==> config.mk <==
export PLATFORM = sky130hd
export DESIGN_NAME = sliding_window_average_int_top_flat
export DESIGN_NICKNAME = d
export VERILOG_FILES = /design/src/hw/rtl/swa_pkg.sv /design/src/hw/rtl/swa_req_if.sv /design/src/hw/rtl/swa_rsp_if.sv /design/src/hw/rtl/swa_ring.sv /design/src/hw/rtl/swa_div.sv /design/src/hw/rtl/sliding_window_average_int_top.sv /design/src/flat_wrapper.sv
export SDC_FILE = /design/constraint.sdc
export NUM_CORES = 1
export LEC_CHECK = 0
export ABC_AREA = 1
export ABC_CLOCK_PERIOD_IN_PS = 3700
export BUFFER_PORTS_ARGS = -buffer_cell sky130_fd_sc_hd__buf_2
export CORE_ASPECT_RATIO = 1.1
export CORE_UTILIZATION = 45
export CTS_CLUSTER_SIZE = 24
export DETAILED_ROUTE_END_ITERATION = 8
export GPL_ROUTABILITY_DRIVEN = 0
export HOLD_SLACK_MARGIN = 0.06
export PLACE_DENSITY_LB_ADDON = 0.15
export SKIP_LAST_GASP = 1
export SYNTH_ARGS = -nofsm -noshare
export SYNTH_HDL_FRONTEND = slang
export SYNTH_HIERARCHICAL = 1
export SYNTH_SLANG_ARGS = --single-unit
==> constraint.sdc <==
create_clock -name clock -period 3.7 [get_ports clock]
set_input_delay 0.37 -clock clock [delete_from_list [all_inputs] [get_ports clock]]
set_output_delay 0.37 -clock clock [all_outputs]
set_load 0.1 [all_outputs]
==> src/hw/rtl/swa_pkg.sv <==
// Shared constants for the sliding window average block.
package swa_pkg;

   localparam int SAMPLE_W = 32;
   localparam int WINDOW_LENGTH_DEFAULT = 16;

endpackage

==> src/hw/rtl/swa_req_if.sv <==
// Sample channel: valid/ready handshake carrying one sample word.
interface swa_req_if;
   import swa_pkg::*;

   logic valid;
   logic ready;
   logic signed [SAMPLE_W-1:0] sample;

   modport source (output valid, output sample, input ready);
   modport sink (input valid, input sample, output ready);
endinterface

==> src/hw/rtl/swa_rsp_if.sv <==
// Result channel: valid/ready handshake carrying the average and the full flag.
interface swa_rsp_if;
   import swa_pkg::*;

   logic valid;
   logic ready;
   logic signed [SAMPLE_W-1:0] average;
   logic window_full;

   modport source (output valid, output average, output window_full, input ready);
   modport sink (input valid, input average, input window_full, output ready);
endinterface

==> src/hw/rtl/swa_ring.sv <==
// Sample ring memory with read-modify-write of the running sum, position and full flag.
module swa_ring #(
   parameter int WINDOW_LENGTH = swa_pkg::WINDOW_LENGTH_DEFAULT,
   parameter int SUM_W = swa_pkg::SAMPLE_W + $clog2(WINDOW_LENGTH),
   parameter int DIV_W = $clog2(WINDOW_LENGTH + 1)
) (
   input  logic clock,
   input  logic reset,
   input  logic start,
   input  logic signed [swa_pkg::SAMPLE_W-1:0] sample,
   output logic done,
   output logic signed [SUM_W-1:0] sum,
   output logic [DIV_W-1:0] divisor,
   output logic filled
);
   import swa_pkg::*;

   localparam int POS_W = $clog2(WINDOW_LENGTH);

   logic signed [SAMPLE_W-1:0] mem [WINDOW_LENGTH];
   logic signed [SAMPLE_W-1:0] rd_data_ff;
   logic signed [SAMPLE_W-1:0] sample_ff;
   logic [POS_W-1:0] pos_ff, pos_in;
   logic filled_ff, filled_in;
   logic signed [SUM_W-1:0] sum_ff, sum_in;
   logic step_ff, done_ff;
   logic signed [SAMPLE_W-1:0] old_sample;
   logic wrap;

   // Entries at or past the write position hold data only after the first wrap.
   assign old_sample = filled_ff ? rd_data_ff : '0;
   assign wrap = (pos_ff == POS_W'(WINDOW_LENGTH - 1));

   always_comb begin
      sum_in = sum_ff - SUM_W'(old_sample) + SUM_W'(sample_ff);
      pos_in = wrap ? '0 : pos_ff + POS_W'(1);
      filled_in = filled_ff | wrap;
   end

   always_ff @(posedge clock) begin
      if (start) begin
         rd_data_ff <= mem[pos_ff];
         sample_ff <= sample;
      end
      if (step_ff) begin
         mem[pos_ff] <= sample_ff;
      end
   end

   always_ff @(posedge clock) begin
      if (reset) begin
         pos_ff <= '0;
         filled_ff <= 1'b0;
         sum_ff <= '0;
         step_ff <= 1'b0;
         done_ff <= 1'b0;
      end else begin
         step_ff <= start;
         done_ff <= step_ff;
         if (step_ff) begin
            pos_ff <= pos_in;
            filled_ff <= filled_in;
            sum_ff <= sum_in;
         end
      end
   end

   assign done = done_ff;
   assign sum = sum_ff;
   assign filled = filled_ff;
   assign divisor = filled_ff ? DIV_W'(WINDOW_LENGTH) : DIV_W'(pos_ff);
endmodule

==> src/hw/rtl/swa_div.sv <==
// Restoring signed divider, one quotient bit per cycle, truncating toward zero.
module swa_div #(
   parameter int SUM_W = 36,
   parameter int DIV_W = 5
) (
   input  logic clock,
   input  logic reset,
   input  logic start,
   input  logic signed [SUM_W-1:0] dividend,
   input  logic [DIV_W-1:0] divisor,
   output logic done,
   output logic signed [swa_pkg::SAMPLE_W-1:0] quotient
);
   import swa_pkg::*;

   localparam int CNT_W = $clog2(SUM_W + 1);

   logic busy_ff;
   logic done_ff;
   logic [CNT_W-1:0] cnt_ff;
   logic neg_ff;
   logic [SUM_W-1:0] q_ff;
   logic [DIV_W-1:0] rem_ff;
   logic [DIV_W-1:0] dvs_ff;
   logic [DIV_W:0] trial;
   logic [DIV_W:0] diff;
   logic fits;
   logic [SAMPLE_W-1:0] q_mag;

   always_comb begin
      trial = {rem_ff, q_ff[SUM_W-1]};
      diff = trial - {1'b0, dvs_ff};
      fits = (trial >= {1'b0, dvs_ff});
   end

   always_ff @(posedge clock) begin
      if (start) begin
         neg_ff <= dividend[SUM_W-1];
         q_ff <= dividend[SUM_W-1] ? SUM_W'(-dividend) : SUM_W'(dividend);
         rem_ff <= '0;
         dvs_ff <= divisor;
      end else if (busy_ff) begin
         rem_ff <= fits ? diff[DIV_W-1:0] : trial[DIV_W-1:0];
         q_ff <= {q_ff[SUM_W-2:0], fits};
      end
   end

   always_ff @(posedge clock) begin
      if (reset) begin
         busy_ff <= 1'b0;
         done_ff <= 1'b0;
         cnt_ff <= '0;
      end else begin
         done_ff <= 1'b0;
         if (start) begin
            busy_ff <= 1'b1;
            cnt_ff <= CNT_W'(SUM_W);
         end else if (busy_ff) begin
            cnt_ff <= cnt_ff - CNT_W'(1);
            if (cnt_ff == CNT_W'(1)) begin
               busy_ff <= 1'b0;
               done_ff <= 1'b1;
            end
         end
      end
   end

   assign q_mag = q_ff[SAMPLE_W-1:0];
   assign quotient = neg_ff ? signed'(-q_mag) : signed'(q_mag);
   assign done = done_ff;
endmodule

==> src/hw/rtl/sliding_window_average_int_top.sv <==
// Top level of the sliding window average: handshakes, sequencing and result register.
//
//   channel   dir  handshake          word
//   req_chan  in   valid/ready        sample (signed 32)
//   rsp_chan  out  valid/ready        average (signed 32), window_full
//
// Each accepted sample passes through the ring update and then the bit-serial
// divider before its result is loaded; the block takes no new sample until then.
// A new sample is taken once the previous result has moved into the output register.
// Reset is synchronous; the ring contents need no clearing since the full flag
// and write position mark which entries hold data.
// A stalled result holds the divider output until the output register frees up.
module sliding_window_average_int_top #(
   parameter int WINDOW_LENGTH = swa_pkg::WINDOW_LENGTH_DEFAULT
) (
   input  logic clock,
   input  logic reset,
   swa_req_if.sink req_chan,
   swa_rsp_if.source rsp_chan
);
   import swa_pkg::*;

   localparam int SUM_W = SAMPLE_W + $clog2(WINDOW_LENGTH);
   localparam int DIV_W = $clog2(WINDOW_LENGTH + 1);

   typedef enum logic [2:0] {
      ST_IDLE = 3'b001,
      ST_WORK = 3'b010,
      ST_HOLD = 3'b100
   } state_type;

   state_type state_ff, state_in;
   logic rsp_valid_ff, rsp_valid_in;
   logic signed [SAMPLE_W-1:0] average_ff;
   logic full_ff;

   logic req_take;
   logic ring_done;
   logic signed [SUM_W-1:0] ring_sum;
   logic [DIV_W-1:0] ring_divisor;
   logic ring_filled;
   logic div_done;
   logic signed [SAMPLE_W-1:0] div_quotient;
   logic rsp_free;
   logic load;

   swa_ring #(
      .WINDOW_LENGTH(WINDOW_LENGTH),
      .SUM_W(SUM_W),
      .DIV_W(DIV_W)
   ) u_ring (
      .clock(clock),
      .reset(reset),
      .start(req_take),
      .sample(req_chan.sample),
      .done(ring_done),
      .sum(ring_sum),
      .divisor(ring_divisor),
      .filled(ring_filled)
   );

   swa_div #(
      .SUM_W(SUM_W),
      .DIV_W(DIV_W)
   ) u_div (
      .clock(clock),
      .reset(reset),
      .start(ring_done),
      .dividend(ring_sum),
      .divisor(ring_divisor),
      .done(div_done),
      .quotient(div_quotient)
   );

   assign req_chan.ready = (state_ff == ST_IDLE);
   assign req_take = req_chan.valid && req_chan.ready;
   assign rsp_free = !rsp_valid_ff || rsp_chan.ready;

   always_comb begin
      state_in = state_ff;
      load = 1'b0;
      unique case (state_ff)
         ST_IDLE: begin
            if (req_take) begin
               state_in = ST_WORK;
            end
         end
         ST_WORK: begin
            if (div_done) begin
               if (rsp_free) begin
                  load = 1'b1;
                  state_in = ST_IDLE;
               end else begin
                  state_in = ST_HOLD;
               end
            end
         end
         ST_HOLD: begin
            if (rsp_free) begin
               load = 1'b1;
               state_in = ST_IDLE;
            end
         end
         default: begin
            state_in = ST_IDLE;
         end
      endcase
      rsp_valid_in = load || (rsp_valid_ff && !rsp_chan.ready);
   end

   always_ff @(posedge clock) begin
      if (reset) begin
         state_ff <= ST_IDLE;
         rsp_valid_ff <= 1'b0;
      end else begin
         state_ff <= state_in;
         rsp_valid_ff <= rsp_valid_in;
      end
   end

   always_ff @(posedge clock) begin
      if (load) begin
         average_ff <= div_quotient;
         full_ff <= ring_filled;
      end
   end

   assign rsp_chan.valid = rsp_valid_ff;
   assign rsp_chan.average = average_ff;
   assign rsp_chan.window_full = full_ff;

   a_ring_done_in_work: assert property (@(posedge clock) disable iff (reset)
      ring_done |-> (state_ff == ST_WORK))
      else $error("ring update finished outside of the work state");

   a_accept_starts_work: assert property (@(posedge clock) disable iff (reset)
      req_take |=> (state_ff == ST_WORK))
      else $error("accepted sample did not start work");

   a_divisor_nonzero: assert property (@(posedge clock) disable iff (reset)
      ring_done |-> (ring_divisor != '0))
      else $error("divider started with a zero divisor");

   a_result_from_work: assert property (@(posedge clock) disable iff (reset)
      $rose(rsp_valid_ff) |-> ($past(state_ff) == ST_WORK || $past(state_ff) == ST_HOLD))
      else $error("result word appeared without a finished division");
endmodule

==> src/flat_wrapper.sv <==
// flat-port wrapper written by rule: the top's interface ports become plain ports
module sliding_window_average_int_top_flat import swa_pkg::*;
#(
   parameter int WINDOW_LENGTH = swa_pkg::WINDOW_LENGTH_DEFAULT
)
  (clock, reset, req_chan_valid, req_chan_sample, req_chan_ready, rsp_chan_valid, rsp_chan_average, rsp_chan_window_full, rsp_chan_ready);
  swa_req_if req_chan_i ();
  swa_rsp_if rsp_chan_i ();
  input  logic clock;
  input  logic reset;
  input wire logic [$bits(req_chan_i.valid)-1:0] req_chan_valid;
  input wire logic [$bits(req_chan_i.sample)-1:0] req_chan_sample;
  output wire logic [$bits(req_chan_i.ready)-1:0] req_chan_ready;
  output wire logic [$bits(rsp_chan_i.valid)-1:0] rsp_chan_valid;
  output wire logic [$bits(rsp_chan_i.average)-1:0] rsp_chan_average;
  output wire logic [$bits(rsp_chan_i.window_full)-1:0] rsp_chan_window_full;
  input wire logic [$bits(rsp_chan_i.ready)-1:0] rsp_chan_ready;
  assign req_chan_i.valid = req_chan_valid;
  assign req_chan_i.sample = req_chan_sample;
  assign req_chan_ready = req_chan_i.ready;
  assign rsp_chan_valid = rsp_chan_i.valid;
  assign rsp_chan_average = rsp_chan_i.average;
  assign rsp_chan_window_full = rsp_chan_i.window_full;
  assign rsp_chan_i.ready = rsp_chan_ready;
  sliding_window_average_int_top #(.WINDOW_LENGTH(WINDOW_LENGTH)) u_core (.clock(clock), .reset(reset), .req_chan(req_chan_i), .rsp_chan(rsp_chan_i));
endmodule
# --- Word level (Yosys, flattened, before mapping) ---
# Memories as Yosys holds them, arrays and structs flattened. A register that Yosys moved wholly into a read port is not among the register bits.
# Cells that the tools add are included.
word_totals:
  memories: 1
  inputBits: 36
  ram_bits: 512
  register_bits: 167
  elab_cells: 72
  out_inout_bits: 35
memory_table:
  columns: ["name", "depth", "width", "rd", "rd_clocked_by_memory_dff", "wr", "line_no", "source"]
  rows:
  - ["u_core.u_ring.mem", 16, 32, 1, 1, 1, "swa_ring.sv:20", "logic signed [SAMPLE_W-1:0] mem [WINDOW_LENGTH];"]
classes:
  eq_ne: 8
  n_mux: 24
  n_lt_le_gt_ge: 1
  bitwise_logic: 2
  n_reduce_logical: 10
  add_sub_neg: 7
op_table:
  columns: ["operator", "n"]
  rows:
  - ["36-bit two-way mux", 3]
  - ["32-bit two-way mux", 2]
  - ["36-bit by 32-bit adder with 36-bit output", 1]
  - ["36-bit negation", 1]
  - ["36-bit by 32-bit subtractor with 36-bit output", 1]
  - ["32-bit negation", 1]
  - ["3-bit two-way mux", 4]
  - ["6-bit two-way mux", 2]
  - ["5-bit two-way mux", 2]
  - ["3-bit case mux with 3 select lines", 1]
  - ["1-bit two-way mux", 8]
  - ["6-bit by 1-bit == test with 1-bit output (second input constant)", 1]
  - ["6-bit by 5-bit >= comparator with 1-bit output", 1]
  - ["6-bit by 1-bit subtractor with 6-bit output (second input constant)", 1]
  - ["5-bit subtractor", 1]
  - ["4-bit by 1-bit adder with 4-bit output (second input constant)", 1]
  - ["4-bit == test (second input constant)", 1]
  - ["4-bit two-way mux", 1]
  - ["2-bit inequality test (second input constant)", 2]
  - ["3-bit by 1-bit == test with 1-bit output (second input constant)", 1]
  - ["3-bit by 2-bit == test with 1-bit output (second input constant)", 1]
  - ["3-bit == test (second input constant)", 1]
  - ["3-bit AND reduction", 1]
  - ["3-bit OR reduction", 1]
  - ["other kinds (9)", 12]

# --- Logic depth before layout (Yosys ltp) ---
depth:
  word_depth: 6
  ltp_mapped: 21
  ltp_nobuf: 19

# --- By module ---
# Netlist, hierarchy kept.
modules_own_cells:
  columns: ["mod", "cells_each", "area_per_inst_um2", "seq_area_each_um2", "instances"]
  rows:
  - ["swa_ring", 2424, 27128.5, 18157.4, 1]
  - ["swa_div", 666, 4611.9, 1521.5, 1]
  - ["sliding_window_average_int_top", 76, 1239.9, 1071.0, 1]

# --- Worst setup path after synthesis ---
# OpenSTA, ideal clock, no wires.
synth_timing:
  path_kind: "reg-to-reg"
  start: "register u_core.u_ring.pos_ff[0]"
  end: "memory u_core.u_ring.mem[7][0], enable pin"
  path_stages_with_launch: 4
  path_slack_ps: 285
  arrival_ps: 2954
  t_required_ps: 3239
  period_less_slack_ps: 3415
  setup_time_ps: 461
  path_buffers: 0
  path_cell_list: "dfxtp_1 ha_1 nand2_1 nor3_1"
synth_rtl:
  columns: ["element", "line_no", "source"]
  rows:
  - ["from (decl)", "swa_ring.sv:23", "logic [POS_W-1:0] pos_ff, pos_in;"]
  - ["from (signal assigned)", "swa_ring.sv:61", "pos_ff <= pos_in;"]
  - ["to (decl)", "swa_ring.sv:20", null]
# No word-level cell before the write port.

# --- Worst setup path after layout ---
layout_timing:
  start: "register u_core.u_ring.filled_ff, in the netlist u_core/u_ring/filled"
  end: "register u_core.u_ring.sum_ff[34], in the netlist u_core/u_ring/sum[34]"
layout_via:
  elab_chain_cells: 3
layout_rtl:
  columns: ["element", "line_no", "source"]
  rows:
  - ["from (decl)", "swa_ring.sv:24", "logic filled_ff, filled_in;"]
  - ["from (signal assigned)", "swa_ring.sv:62", "filled_ff <= filled_in;"]
  - ["32-bit two-way mux", "swa_ring.sv:31", "assign old_sample = filled_ff ? rd_data_ff : '0;"]
  - ["36-bit by 32-bit subtractor with 36-bit output", "swa_ring.sv:35", "sum_in = sum_ff - SUM_W'(old_sample) + SUM_W'(sample_ff);"]
  - ["36-bit by 32-bit adder with 36-bit output", "swa_ring.sv:35", null]
  - ["to (signal assigned)", "swa_ring.sv:63", "sum_ff <= sum_in;"]
  - ["to (decl)", "swa_ring.sv:25", "logic signed [SUM_W-1:0] sum_ff, sum_in;"]
# Every way passes these cells.
# A chain may end at the register's enable or synchronous reset.

==> results.md <==
* Post-synth EDFFs at 651
* # hold bufs at CTS at 32
* Crit. Startpoint: u_core/u_ring/filled
* Post-synth top area cell: edfxtp_1
* Mean area per synthesized cell at about 10 um2
* Core area at slightly above 0.07 mm2
* Crit-path max cell delay at 740 ps
* Area contributors post-synth: edfxtp_1, nand2_1, nor2_1, o21ai_0, inv_1
* Final std cells w/o fill at 4,277
* Violation count after the first detailed-route iteration at 1,983
* Maxcap violations at 0
* Status: finished, final reports clean
* Final min period at just over 3000 ps
* Synthesized netlist cell count at around 3,200
* Die ar. at 0.0744 mm2
* Root buf cell: clkbuf_16
* FF+latch count, synth at 711
* CTS Buf Count at 77
* Synthesis Warnings at 6
* Diode count at 0
* Final ANT Viol Nets at 0
* Post-synthesis sequential area ratio at 0.629
* Initial antenna violation count at 0
* HPWL after DPL at roughly 52 mm
* Max-slew violations at 0
* Deepest clock path buffer count at 3
* Buffers & Inverters on Critical Path at 5
* FF+latch area at between 0.02 and 0.025 mm2
* Family with the most delay on the worst path: flip-flops
* Leak Pwr at 0.0144 uW
* Met1 GRT Util at 0.311
* Sum Neg Setup Slack at 0 ps
* Commonest cells after routing, fill and taps aside: edfxtp_1, nand2_1, nor2_1
* RR Endpoint: u_core/u_ring/sum[34]
* Critical path class: reg2reg
* GRT busiest layer: met2
* Post-route clock period utilization at 0.839
* Synth async-reset ratio at 0
* GRT Overall Usage at 0.237
* Met3 Usage GRT at 0.0296
* Post-CTS setup buffer count at 0
* Mapped Area at 0.0330 mm2
* Largest net degree at the start of global routing at 242
* Final WL at 87.9 mm
* Slew HR at 0.128
* Distinct cells, synth at 46
* FF-to-FF Start: u_core/u_ring/filled
* Area post-placement at approximately 0.035 mm2
* Initial Util at 0.457
* Dominant synthesized flop cell: edfxtp_1
* # rows at 103
* Vias/cell at between 5 and 6
* TritonCTS Sinks at between 700 and 800
* CP startpoint kind: flip-flop
* Commonest non-fill, non-tap cell in the layout: edfxtp_1
* Net count, final at around 3,400
* Synth top area share at 0.593
* Net Count, Synth at 3,287
* CP Capture Point: u_core/u_ring/sum[34]
* CP max stage cell: dfxtp_2
* CTS H-tree depth at 3
* CTS tree: built
* Pwr per Cell Area at 575 mW/mm2
* Multi-input gate area at approximately 0.010 mm2
* Number of global-route vias before repair at 22,500
* Grt met2 use at 0.400
* Post-route worst setup slack at 596 ps
* CP Cell Sequence: buf_4, nand2_1, inv_1, fa_1, inv_1, ha_1, inv_1, o21ai_0, a21oi_1, nand2_1, a21oi_1, nand2_1, nand2_1, nand3_1, nand2_1, inv_1
* Min-delay worst type: in2reg
* First-pass iteration count of the detailed router at 5
* Clock transition at path regs at ~60 ps
* Final setup fails at 0
* Flop2flop setup slack at 600 ps
* Via count at ~23,000
* Share of cells above drive strength 1 at 0.103
* Final hold vios at 0
* Ports at 71
* Pre-CTS setup slack at roughly 590 ps
* Crit Path Max Fanout at 28
* Slew of the pin with the lowest slew margin at 1310 ps
* Filler cells at 6,467
* First-pass GRT wire length at 133 mm
* Overall die height at roughly 290 um
* Most used cell along the critical path: nand2_1
* RSZ-0062 raised after global routing: false
* Port bufs at 70
* Die W at 260 um
* R2r worst-path depth at 16
* Max Freq at 0.322 GHz
* DRC Markers at 0
* Kind of end point of the critical path: flip-flop
* Placed Cells at ~4,000
* Required time of the critical path at ~4200 ps
* Post-route cell area at 0.0374 mm2
* Routed WL per cell at about 21 um
* Worst hold slack at 127 ps
* Clk_lat worst skew at 630 ps
* WP depth at 16
* Layout Area Growth over Synthesis at 13.4%
* Clk_skew at 18.4 ps
* Critical Path AT at 3630 ps
* Peak supply drop at 0.000367 V
* Post-CTS sizing at 0
* Total gr overflow at 0
-- through the flow --
stage	power, uW	util
after floorplan	12800	-
after global placement	14000	0.479
after detailed placement	14000	0.479
after CTS	21600	0.518
after global routing	22500	0.518
final	21500	0.518
-- flip-flops by register name, summed over array words and instances (netlist names), 3 cells and up --
register	flops
u_core/u_ring/mem	512
u_core/u_div/q_ff	36
u_core/u_ring/sum	36
u_core/rsp_chan.average	32
u_core/u_ring/rd_data_ff	32
u_core/u_ring/sample_ff	32
u_core/u_div/cnt_ff	6
u_core/u_div/dvs_ff	5
u_core/u_div/rem_ff	5
u_core/u_ring/pos_ff	4
u_core/state_ff	3
-- worst min-delay path, stage by stage --
cell,delay (ps)
buf_2,100
nand2_1,130
a21oi_1,80
-- worst min path at each step --
stage          cells after the start                    from                          to
2_1_floorplan                      2  u_core/u_div/rem_ff[4]      u_core/u_div/rem_ff[4]
3_3_place_gp                       2  u_core/u_div/rem_ff[4]      u_core/u_div/rem_ff[4]
3_5_place_dp                       0    u_core/u_div/q_ff[0]  u_core/rsp_chan.average[0]
4_1_cts                            3          req_chan_valid          u_core/state_ff[1]
5_1_grt                            3          req_chan_valid          u_core/state_ff[1]
6_report                           3          req_chan_valid          u_core/state_ff[1]
-- per-layer routing --
metal  share of wire  vias up  wire length [um]
met5               0        -                 0
met4           0.034        0              3030
met3           0.056      127              4960
met2            0.49      734             42900
met1            0.42    11200             37000
li1                -    11000                 -
-- where the power goes --
group / internal (uW) / switching (uW)
clock: 4420 / 3130
sequential: 9290 / 378
combinational: 1370 / 2900
total: 15100 / 6400
-- synthesized netlist by cell type, drive strengths merged, types with 15 or more instances --
| cell type | n |
|---|---|
| inv | 381 |
| nand3 | 122 |
| a21oi | 84 |
| xnor2 | 15 |
| nand2 | 555 |
| o21ai | 352 |
| nand4 | 44 |
| buf | 52 |
| nor3 | 19 |
| dfxtp | 60 |
| ha | 49 |
| o22ai | 132 |
| clkbuf | 79 |
| xor2 | 41 |
| nor2 | 458 |
| fa | 36 |
| edfxtp | 651 |
-- kinds of logic after synthesis --
logic type,count (synthesis),synth area share
flops,711,0.629
compound gates,588,0.0970
buf+inv,514,0.0620
fa+ha+maj,85,0.0404
xor+xnor,56,0.0149
simple gates,1212,0.157
-- final cells by class --
cell class | count | share of cell area
clock inverter | 42 | 0.0112
timing repair buffer | 160 | 0.0323
sequential | 711 | 0.555
tap | 945 | 0.0316
clock buffer | 95 | 0.0547
inverter | 383 | 0.0387
multi-input combinational | 1941 | 0.276
(Power assumes the default switching activity.)
